## config.mk

```make
export PLATFORM = sky130hd
export DESIGN_NAME = id_prom_crc_validator_top
export DESIGN_NICKNAME = d
export VERILOG_FILES = /design/src/rtl/idp_pkg.sv /design/src/rtl/idp_in_stage.sv /design/src/rtl/idp_core.sv /design/src/rtl/id_prom_crc_validator_top.sv
export SDC_FILE = /design/constraint.sdc
export NUM_CORES = 1
export LEC_CHECK = 0
export ABC_AREA = 0
export BUFFER_PORTS_ARGS = -buffer_cell sky130_fd_sc_hd__buf_2
export CAP_MARGIN = 5
export CORE_MARGIN = 2
export CORE_UTILIZATION = 56
export DETAILED_ROUTE_END_ITERATION = 8
export PLACE_DENSITY = 0.77
export SYNTH_ARGS = -nofsm -noshare
export SYNTH_HDL_FRONTEND = slang
export SYNTH_SLANG_ARGS = --single-unit
```

## constraint.sdc

```tcl
create_clock -name clk_i -period 5.9 [get_ports clk_i]
set_clock_uncertainty 0.05 [all_clocks]
set_input_delay 0.59 -clock clk_i [delete_from_list [all_inputs] [get_ports clk_i]]
set_output_delay 0.59 -clock clk_i [all_outputs]
set_load 0.1 [all_outputs]
```

## src/rtl/idp_pkg.sv

```systemverilog
`timescale 1ns / 1ps
`default_nettype none

package idp_pkg;

  // PROM layout positions (odd-address bytes, counted from zero)
  localparam int unsigned IdentLen   = 4;
  localparam logic [7:0]  PosManuf   = 8'd4;
  localparam logic [7:0]  PosModel   = 8'd5;
  localparam logic [7:0]  PosUsed    = 8'd10;
  localparam logic [7:0]  PosCrc     = 8'd11;
  localparam logic [7:0]  PosMax     = 8'hFF;
  localparam logic [7:0]  MinBytes   = 8'd12;

  // CRC snapshots kept for the first bytes of a read
  localparam int unsigned HistDepth  = 11;
  localparam int unsigned HistIdxW   = $clog2(HistDepth);
  localparam logic [7:0]  HistDepthB = 8'(HistDepth);

  localparam logic [15:0] CrcInit    = 16'hFFFF;
  localparam logic [15:0] CrcPoly    = 16'h1021;

  // Configuration register indexes
  localparam int unsigned CfgIdxW      = 8;
  localparam logic [CfgIdxW-1:0] CfgExpManuf = CfgIdxW'(0);
  localparam logic [CfgIdxW-1:0] CfgExpModel = CfgIdxW'(1);

  // "IPAC"
  localparam logic [IdentLen-1:0][7:0] IdentText = {8'h43, 8'h41, 8'h50, 8'h49};

  typedef enum logic [2:0] {
    ST_OK        = 3'd0,
    ST_NO_MODULE = 3'd1,
    ST_NOT_IPAC  = 3'd2,
    ST_TRUNCATED = 3'd3,
    ST_BAD_CRC   = 3'd4,
    ST_WRONG_MOD = 3'd5
  } status_e;

  typedef struct packed {
    logic [7:0] byte_value;
    logic       first;
    logic       last;
    logic       bus_error;
  } in_beat_t;

  typedef struct packed {
    status_e    status;
    logic [7:0] computed_crc;
    logic [7:0] found_manufacturer;
    logic [7:0] found_model;
  } out_beat_t;

  // Input register contents handed to the core
  typedef struct packed {
    logic     valid;
    in_beat_t beat;
  } stage_t;

  // Running state of one PROM read
  typedef struct packed {
    logic [7:0]  pos;
    logic [15:0] crc;
    logic        ident_ok;
    logic        fault;
    logic [7:0]  manuf;
    logic [7:0]  model;
    logic [7:0]  bytes_used;
    logic [7:0]  stored_crc;
  } read_state_t;

  localparam read_state_t ReadClear = '{
    pos:        8'd0,
    crc:        CrcInit,
    ident_ok:   1'b1,
    fault:      1'b0,
    manuf:      8'd0,
    model:      8'd0,
    bytes_used: 8'd0,
    stored_crc: 8'd0
  };

  // One byte of CRC-16, MSB first
  function automatic logic [15:0] crc_byte(input logic [15:0] crc, input logic [7:0] b);
    logic [15:0] c;
    logic        fb;
    c = crc;
    for (int i = 7; i >= 0; i--) begin
      fb = c[15] ^ b[i];
      c  = {c[14:0], 1'b0};
      if (fb) begin
        c = c ^ CrcPoly;
      end
    end
    return c;
  endfunction

endpackage

`default_nettype wire

```

## src/rtl/idp_in_stage.sv

```systemverilog
`timescale 1ns / 1ps
`default_nettype none

module idp_in_stage
  import idp_pkg::*;
(
  input  wire logic     clk_i,
  input  wire logic     rst_ni,
  input  wire logic     in_valid_i,
  output logic          in_stall_o,
  input  wire in_beat_t in_data_i,
  output stage_t        stage_o,
  input  wire logic     take_i
);

  logic     valid_q, valid_d;
  in_beat_t beat_q;
  logic     accept;

  // Stall only while the held beat cannot move on
  assign in_stall_o = valid_q & ~take_i;
  assign accept     = in_valid_i & ~in_stall_o;

  always_comb begin
    valid_d = valid_q;
    if (accept) begin
      valid_d = 1'b1;
    end else if (take_i) begin
      valid_d = 1'b0;
    end
  end

  always_ff @(posedge clk_i or negedge rst_ni) begin
    if (!rst_ni) begin
      valid_q <= 1'b0;
    end else begin
      valid_q <= valid_d;
    end
  end

  // Load payload on accept
  always_ff @(posedge clk_i) begin
    if (accept) begin
      beat_q <= in_data_i;
    end
  end

  assign stage_o.valid = valid_q;
  assign stage_o.beat  = beat_q;

endmodule

`default_nettype wire

```

## src/rtl/idp_core.sv

```systemverilog
`timescale 1ns / 1ps
`default_nettype none

module idp_core
  import idp_pkg::*;
(
  input  wire logic       clk_i,
  input  wire logic       rst_ni,
  input  wire stage_t     stage_i,
  output logic            take_o,
  input  wire logic [7:0] exp_manuf_i,
  input  wire logic [7:0] exp_model_i,
  output logic            out_valid_o,
  input  wire logic       out_stall_i,
  output out_beat_t       out_data_o
);

  read_state_t st_q, st_d, eff, nxt;
  logic [15:0] hist_q [HistDepth];
  logic        out_valid_q, out_valid_d;
  out_beat_t   out_q, res;
  logic [7:0]  pos, b, count, used;
  logic        crc_en, commit;
  logic [15:0] crc_sel;
  logic [HistIdxW-1:0] hist_idx;
  logic [7:0]  computed;

  // A beat without last always moves; a last beat needs a free result slot
  assign take_o = stage_i.valid &
                  (~stage_i.beat.last | ~out_valid_q | ~out_stall_i);
  assign commit = stage_i.valid & take_o;

  // Update the running state with the held byte
  always_comb begin
    eff      = stage_i.beat.first ? ReadClear : st_q;
    pos      = eff.pos;
    b        = stage_i.beat.byte_value;
    nxt      = eff;
    nxt.fault = eff.fault | stage_i.beat.bus_error;
    if (pos < 8'(IdentLen) && b != IdentText[pos[1:0]]) begin
      nxt.ident_ok = 1'b0;
    end
    if (pos == PosManuf) begin
      nxt.manuf = b;
    end
    if (pos == PosModel) begin
      nxt.model = b;
    end
    if (pos == PosUsed) begin
      nxt.bytes_used = b;
    end
    if (pos == PosCrc) begin
      nxt.stored_crc = b;
    end
    crc_en = (pos < HistDepthB) || (pos != PosMax && pos < nxt.bytes_used);
    if (crc_en) begin
      nxt.crc = crc_byte(eff.crc, (pos == PosCrc) ? 8'd0 : b);
    end
    if (pos != PosMax) begin
      nxt.pos = pos + 8'd1;
    end
  end

  // Pick the CRC over the first bytes-used bytes
  always_comb begin
    count    = nxt.pos;
    used     = nxt.bytes_used;
    hist_idx = HistIdxW'(used - 8'd1);
    crc_sel  = nxt.crc;
    if (used == 8'd0) begin
      crc_sel = CrcInit;
    end else if (used <= HistDepthB && used <= count) begin
      // the snapshot for this very byte is not stored yet: bypass it
      crc_sel = (used == count) ? nxt.crc : hist_q[hist_idx];
    end
    computed = ~crc_sel[7:0];
  end

  // Build the result beat, highest priority first
  always_comb begin
    res.computed_crc       = computed;
    res.found_manufacturer = nxt.manuf;
    res.found_model        = nxt.model;
    priority if (nxt.fault) begin
      res.status = ST_NO_MODULE;
    end else if (!nxt.ident_ok) begin
      res.status = ST_NOT_IPAC;
    end else if (count < MinBytes || count < used) begin
      res.status = ST_TRUNCATED;
    end else if (computed != nxt.stored_crc) begin
      res.status = ST_BAD_CRC;
    end else if (nxt.manuf != exp_manuf_i || nxt.model != exp_model_i) begin
      res.status = ST_WRONG_MOD;
    end else begin
      res.status = ST_OK;
    end
  end

  // Re-arm after the last byte of a read
  always_comb begin
    st_d = st_q;
    if (commit) begin
      st_d = stage_i.beat.last ? ReadClear : nxt;
    end
  end

  always_comb begin
    out_valid_d = out_valid_q;
    if (commit && stage_i.beat.last) begin
      out_valid_d = 1'b1;
    end else if (!out_stall_i) begin
      out_valid_d = 1'b0;
    end
  end

  always_ff @(posedge clk_i or negedge rst_ni) begin
    if (!rst_ni) begin
      st_q        <= ReadClear;
      out_valid_q <= 1'b0;
    end else begin
      st_q        <= st_d;
      out_valid_q <= out_valid_d;
    end
  end

  // Save CRC snapshots and the result payload
  always_ff @(posedge clk_i) begin
    if (commit && pos < HistDepthB) begin
      hist_q[pos[HistIdxW-1:0]] <= nxt.crc;
    end
    if (commit && stage_i.beat.last) begin
      out_q <= res;
    end
  end

  assign out_valid_o = out_valid_q;
  assign out_data_o  = out_q;

  // A committed last beat always lands in the result register
  a_last_emits: assert property (@(posedge clk_i) disable iff (!rst_ni)
    commit && stage_i.beat.last |=> out_valid_q)
    else $error("last beat did not produce a result");

  // A finished read leaves cleared state behind
  a_rearm: assert property (@(posedge clk_i) disable iff (!rst_ni)
    commit && stage_i.beat.last |=> st_q.pos == 8'd0 && st_q.crc == CrcInit)
    else $error("state not re-armed after last beat");

  // Position advances by one per mid-read byte
  a_pos_step: assert property (@(posedge clk_i) disable iff (!rst_ni)
    commit && !stage_i.beat.last && !stage_i.beat.first && st_q.pos != PosMax
    |=> st_q.pos == $past(st_q.pos) + 8'd1)
    else $error("byte position did not advance");

endmodule

`default_nettype wire

```

## src/rtl/id_prom_crc_validator_top.sv

```systemverilog
`timescale 1ns / 1ps
`default_nettype none

// ID PROM validator: feed the odd-address PROM bytes of one read in order, flag the
// first with first and the final one with last; one status beat comes out per read.
// A byte is taken every cycle while no last byte waits; a read's result is presented from
// the result register once its last byte has left the input register (one input register,
// one result register, with the CRC-16 byte step and the status checks as combinational
// logic between them). Only a last byte waits when the result register is still full and
// stalled. Write the expected manufacturer and model registers while no read is in flight.

module id_prom_crc_validator_top
  import idp_pkg::*;
(
  input  wire logic               clk_i,
  input  wire logic               rst_ni,
  input  wire logic               in_valid_i,
  output logic                    in_stall_o,
  input  wire in_beat_t           in_data_i,
  output logic                    out_valid_o,
  input  wire logic               out_stall_i,
  output out_beat_t               out_data_o,
  input  wire logic               cfg_valid_i,
  output logic                    cfg_ready_o,
  input  wire logic [CfgIdxW-1:0] cfg_index_i,
  input  wire logic [7:0]         cfg_data_i
);

  stage_t     stage;
  logic       take;
  logic [7:0] exp_manuf_q, exp_model_q;

  // Configuration writes complete at once
  assign cfg_ready_o = 1'b1;

  always_ff @(posedge clk_i or negedge rst_ni) begin
    if (!rst_ni) begin
      exp_manuf_q <= 8'd0;
      exp_model_q <= 8'd0;
    end else if (cfg_valid_i && cfg_ready_o) begin
      if (cfg_index_i == CfgExpManuf) begin
        exp_manuf_q <= cfg_data_i;
      end
      if (cfg_index_i == CfgExpModel) begin
        exp_model_q <= cfg_data_i;
      end
    end
  end

  idp_in_stage u_in_stage (
    .clk_i      (clk_i),
    .rst_ni     (rst_ni),
    .in_valid_i (in_valid_i),
    .in_stall_o (in_stall_o),
    .in_data_i  (in_data_i),
    .stage_o    (stage),
    .take_i     (take)
  );

  idp_core u_core (
    .clk_i       (clk_i),
    .rst_ni      (rst_ni),
    .stage_i     (stage),
    .take_o      (take),
    .exp_manuf_i (exp_manuf_q),
    .exp_model_i (exp_model_q),
    .out_valid_o (out_valid_o),
    .out_stall_i (out_stall_i),
    .out_data_o  (out_data_o)
  );

endmodule

`default_nettype wire

```

==> run_results.csv, run 1 <==
group,metric,value,unit
run_status,status,"finished, final reports clean",
routing,vias_per_cell,6.54,
power_and_ir_drop,peakVddDrop,0.265,mV
routing,drt_iter0_drc,1192,
routing,route.detailed.drc,0,
synth,synth_top_family_by_area,"simple AND/OR/NAND/NOR gates",
floorplan,dieArea,20900,um2
synth,yosysMostFrequentCell,"edfxtp_1",
synth,muxShareOfSynthArea,7.71,%
timing,finalHoldViolCount,0,
worst_setup_path,end_kind,"flop",
worst_setup_path,critPathLaunch,"u_in_stage.stage_o[2]",
floorplan,die_h,145,um
synth,synth-async-reset-ratio,37.6,%
worst_setup_path,startpoint_type,"flop",
synth,synth_area_leaders,"edfxtp_1 (34%), dfrtp_1 (13%), dfstp_2 (4.0%), nand2_1 (3.8%), mux2_2 (3.1%)",
synth,synth-edff-count,126,
routing,drtPass1Iterations,6,
power_and_ir_drop,power_density,302,nW/um2
floorplan,start_util,56.9,%
finish,fin_nets,1134,
worst_setup_path,reg2reg_slack,330,ps
synth,ys_warn_count,0,
cts,cts.sinks,202,
synth,syn_area_per_cell,10.7,um2
cts,clk_pin_slew,60,ps
place,gp_congestion,0.953,
cts,clkLatencyLatePin,520,ps
cts,cts_tree,"yes",
timing,fin_ws,326,ps
worst_setup_path,max_stage_delay,560,ps
worst_setup_path,cp_slowest_cell,"nor2_2",
floorplan,core_area,19500,um2
worst_setup_path,critical_path.max_fanout,13,
synth,mappedNetlistArea,11100,um2
power_and_ir_drop,p_leak,5.05,nW
synth,synth_area_leader_cell,"edfxtp_1",
global_route,grt_overflow,0,
cts,cts_max_level,1,
synth,synthSimpleGateAreaFrac,15.9,%
timing,period_minus_slack,5570,ps
routing,ant_nets,0,
finish,drive_gt1_share,18.7,%
timing,maxSlewViolCount,0,
synth,synth.distinct_cells,87,
synth,synth_compound_area_share,14.6,%
worst_setup_path,cp.required,6110,ps
job,maxCapViolCount,0,
timing,fmax,179,MHz
worst_setup_path,arrival,5790,ps
worst_setup_path,r2r-end,"u_core.out_data_o[26]",
hold_path,min_path_type,"input port to flop",
floorplan,io-pin-count,62,
place,preCtsSetupSlack,262,ps
synth,synth_seq_cells,202,
cts,cts_buffer_depth,3,
finish,insertedDiodeCount,0,
place,portBuffers,60,
place,dp_hpwl,21.3,mm
global_route,grt.total_usage,30.6,%
worst_setup_path,critPathCapture,"u_core.out_data_o[26]",
global_route,grt_pass1_wl,48.5,mm
timing,period_share,94.5,%
cts,numCtsBuffers,22,
synth,synthTopCellsByCount,"edfxtp_1 (126), nand2_1 (112), nor2_1 (71)",
routing,drt-total-wl,31.4,mm
timing,rsz0062_at_grt,"false",
synth,synth_fa_ha_area_share,2.14,%
synth,syn_nets,1088,
floorplan,die_w,145,um
worst_setup_path,cp_cell_sequence,"nor2b_1 > ha_1 > and4bb_1 > nand2_2 > nand3_1 > a21boi_0 > ha_1 > and4_1 > and2_1 > o41ai_1 > o31a_2 > nor2_2 > nor2_2 > mux2_1 > a221oi_1 > nand2_1 > o21a_1",
synth,synth_seq_area_share,51.5,%
global_route,antenna_found_initial,0,
worst_setup_path,path_class,"flop to flop",
timing,tns,0,ps
timing,tightestPinTransition,852,ps
floorplan,num_rows,51,
global_route,grt_pass1_vias,8436,
cts,cts_setup_buffers,0,
timing,relSlewSlack,43.2,%
timing,setup_viol,0,
worst_setup_path,reg2reg_from,"u_in_stage.stage_o[2]",
synth,netlist.area_leader.share,34.2,%
finish,syn2layout_area_growth,11.5,%
synth,synth_top_flop_cell,"edfxtp_1",
routing,route.detailed.wl_per_inst,23.0,um
routing,via_count,8923,
synth,synthXorXnorAreaFrac,4.19,%
worst_setup_path,reg2reg_depth,17,
cts,cts-root-buf,"clkbuf_16",
synth,syn_inst,1038,
global_route,grt_start_max_net_pins,56,
power_and_ir_drop,power,3.73,mW
## layout by cell type (no fill, tap or decap), types with 6 or more instances in the layout
master       n
a211o_1      7
a211oi_1    10
a21oi_1     33
a22o_1      13
a22oi_1     11
a31oi_1     25
and2_1      21
and3_1      26
buf_2       59
buf_4       30
clkbuf_1     7
clkbuf_16   23
dfrtp_1     59
dfstp_2     17
edfxtp_1   126
ha_1        18
inv_1       36
mux2_2      30
mux2i_1     25
mux4_2       8
nand2_1    112
nand2b_1     9
nand3_1     30
nand3b_1     6
nand4_1     13
nor2_1      70
nor2b_1     11
nor3_1      13
nor4_1      12
o21ai_0     56
o22ai_1     11
xnor2_1     36
xor2_1      17
## what timing repair did
action | 4_1_cts | 5_1_grt
endpoints found under the setup margin | 0 | 2
resized for setup | 0 | 1
hold endpoints to repair | 21 | 0
hold buffers | 1 | 0
## power by group
group	internal (mW)	total, mW	switching [mW]
logic	0.195	0.629	0.434
clock network	0.780	1.34	0.556
registers	1.70	1.77	0.0697
## how the worst min path moves through the flow
stage | startpoint | depth (start not counted) | to | slack [ps]
after floorplan | rst_ni | 0 | exp_manuf_q[0] | 240
after global placement | u_core.st_q[32] | 2 | u_core.st_q[32] | 400
after detailed placement | u_core.st_q[30] | 2 | u_core.st_q[30] | 410
after CTS | in_data_i[6] | 1 | u_in_stage.stage_o[6] | 200
after global routing | in_data_i[9] | 1 | u_in_stage.stage_o[9] | 200
final | in_data_i[6] | 1 | u_in_stage.stage_o[6] | 210
## worst max-delay path: cells and delay by family (launching register included)
family,cells,cell delay [ps]
DFF,1,410
muxes,1,380
adders and majority gates,2,650
and+or+nand+nor,9,2080
AOI/OAI and AO/OA,5,1720
## flip-flops by register name (all words and copies together) (netlist names)
name,cells
u_in_stage.valid_q,1
u_core.out_data_o,27
u_core.st_q,58
u_core.hist_q,88
u_in_stage.stage_o,11
exp_manuf_q,8
exp_model_q,8
u_core.out_valid_o,1
## per-stage QoR
stage                     util, %  hold slack, ps  std cells  area (um2)
final                        63.5             207       1365       12400
after global routing         63.5             204       1365       12400
after CTS                    63.5             201       1365       12400
after detailed placement     59.8             414       1324       11600
after global placement       59.8             402       1324       11600
after floorplan                 -             244       1038       11100
## cell families (layout without fill, tap and decap cells)
kind of cell | count (synthesis) | after routing
AO/OA/AOI/OAI | 236 | 236
XOR/XNOR | 53 | 53
multiplexers | 68 | 68
flip-flops | 202 | 202
AND/OR/NAND/NOR | 352 | 352
other | 1 | 1
adder cells (fa/ha/maj) | 19 | 19
buffers and inverters | 107 | 169
## layout make-up
cell class,instances,area [um2]
inverter,39,146
timing repair buffer,90,531
sequential,202,5710
tap,265,332
fill,1522,7110
clock buffer,35,671
multi-input combinational,729,4940
clock inverter,5,30.0
## routing by layer
layer,track usage [%],wire length [um],up-vias
li1,-,-,3935
met1,44.9,12700,4325
met2,45.4,13900,563
met3,6.56,3590,100
met4,10.2,1120,0
met5,0,0,-
No activity file was read; power rests on OpenSTA's default activity.
==> inputs of run 2 (changes only) <==
BUFFER_PORTS_ARGS = -buffer_cell sky130_fd_sc_hd__buf_4   (was -buffer_cell sky130_fd_sc_hd__buf_2)
==> run_results.csv, run 2 (same netlist as run 1, synthesis figures left out) <==
group,metric,value,unit
routing,drtPass1Iterations,5,
place,dp_cells,1325,
routing,vias_per_cell,6.48,
place,dp_hpwl,21.4,mm
worst_setup_path,critical_path.max_fanout,18,
cts,numCtsBuffers,23,
power_and_ir_drop,power_density,304,nW/um2
floorplan,die_w,145,um
timing,rsz0062_at_grt,"false",
routing,drt_iter0_drc,1134,
timing,setup_viol,0,
place,portBuffers,60,
floorplan,dieArea,20900,um2
worst_setup_path,path_class,"flop to flop",
finish,stdcell_area,12500,um2
timing,finalHoldViolCount,0,
routing,route.detailed.wl_per_inst,23.1,um
timing,period_share,92.7,%
timing,hold_slack,183,ps
global_route,grt_start_max_net_pins,77,
global_route,use_met3,7.81,%
cts,cts_setup_buffers,0,
power_and_ir_drop,peakVddDrop,0.322,mV
global_route,antenna_found_initial,1,
cts,cts_buffer_depth,3,
global_route,grt_pass1_wl,48.5,mm
worst_setup_path,arrival,5700,ps
global_route,grt_util_met1,44.2,%
place,dpl_cell_area,11800,um2
routing,via_count,8865,
timing,relSlewSlack,17.1,%
finish,drive_gt1_share,18.8,%
floorplan,io-pin-count,62,
power_and_ir_drop,p_leak,5.11,nW
global_route,busiest_layer,"met2",
worst_setup_path,worst-path-buf-inv,3,
worst_setup_path,cpLargestDelayFamily,"compound AO/OA/AOI/OAI gates",
hold_path,min_path_type,"input port to async pin",
global_route,grt_pass1_vias,8430,
global_route,grt.total_usage,30.6,%
finish,final_common_cell,"edfxtp_1",
floorplan,core_area,19500,um2
global_route,grtUsageMet2,45.5,%
timing,tightestPinTransition,1240,ps
finish,syn2layout_area_growth,13.2,%
global_route,grt_overflow,0,
worst_setup_path,startpoint_type,"flop",
cts,clk_pin_slew,60,ps
place,gp_congestion,0.968,
finish,largest_reg_flops,88,
finish,fin_cells,1368,
floorplan,die_h,145,um
timing,period_minus_slack,5470,ps
job,maxCapViolCount,0,
cts,cts_tree,"yes",
routing,route.detailed.drc,0,
timing,maxSlewViolCount,0,
cts,cts-root-buf,"clkbuf_16",
finish,final_cell_mix,"edfxtp_1 (126), nand2_1 (112), buf_4 (90)",
worst_setup_path,cp_cell_sequence,"nor2b_1 > ha_1 > buf_4 > nand4bb_1 > nor2_4 > buf_4 > o21ai_2 > inv_1 > ha_1 > a21oi_1 > o21ai_0 > a31oi_1 > o31a_2 > nor2_2 > nor2_2 > mux2_1 > a221oi_1 > nand2_1 > o21a_1",
floorplan,num_rows,51,
worst_setup_path,cp_slowest_cell,"nor2_2",
timing,tns,0,ps
cts,cts.sinks,202,
routing,ant_nets,0,
worst_setup_path,cp.required,6130,ps
cts,clkLatencyLatePin,530,ps
cts,cts_max_level,1,
worst_setup_path,max_stage_delay,620,ps
floorplan,start_util,56.9,%
power_and_ir_drop,power,3.81,mW
timing,fmax,183,MHz
run_status,status,"finished, final reports clean",
finish,fin_nets,1135,
routing,drt-total-wl,31.6,mm
worst_setup_path,end_kind,"flop",
run 2: changes by cell type in the layout (fill, tap and decap cells not counted), sizes merged:
| cell | change |
|---|---|
| bufinv | +2 |
| diode | +1 |
| dlygate4sd3 | -1 |
| clkbuf | -4 |
| buf | +1 |
| clkinv | +4 |
run 2: final timing paths:
kind	start	to	slack [ps]	cells past startpoint
worst max-delay path	u_in_stage.stage_o[2]	u_core.out_data_o[26]	430	19
worst min-delay path	rst_ni	u_core.st_q[8]	180	1
worst max register to register	u_in_stage.stage_o[2]	u_core.out_data_o[26]	430	19
worst min register to register	u_core.st_q[18]	u_core.st_q[18]	420	2
max in group asynchronous	rst_ni	u_core.out_valid_o	4970	1
min in group clk_i	in_data_i[4]	u_in_stage.stage_o[4]	190	1
run 2: cell type report:
type                    count  area, um2
diodes                      1       2.50
well taps                 265        332
inverters                  39        146
multi-input cells         729       4940
flip-flops and latches    202       5710
repair buffers             90        676
fillers                  1512       6930
clock inverters            11        116
clock buffers              31        616
run 2: routing by layer:
| metal | part of all wire, % | up-vias |
|---|---|---|
| met3 | 11 | 89 |
| met1 | 42 | 4302 |
| met2 | 44 | 543 |
| met5 | 0 | - |
| li1 | - | 3931 |
| met4 | 3.3 | 0 |
run 2: per-stage QoR:
step / util [%] / setup WS (ps)
final: 64.4 / 433
after global routing: 64.4 / 98.6
after CTS: 64.4 / 390
after detailed placement: 60.6 / 409
after global placement: 60.6 / 505
after floorplan: - / 110
run 2: where the power goes:
| part | internal, mW | switching [mW] | total, mW |
|---|---|---|---|
| registers | 1.70 | 0.0699 | 1.77 |
| logic | 0.205 | 0.436 | 0.642 |
| clock network | 0.823 | 0.577 | 1.40 |
run 2: worst reg2reg max path, delay by kind of cell (launching register included):
kind	cells	cell delay [ps]
multiplexers	1	380
AND/OR/NAND/NOR	6	1550
AO/OA/AOI/OAI	7	1720
buffers and inverters	3	590
adder cells (fa/ha/maj)	2	530
flip-flops	1	410
run 2: what timing repair did:
item / 4_1_cts / 5_1_grt
endpoints found under the setup margin: 0 / 2
hold buffers: 0 / 0
resized for setup: 0 / 1
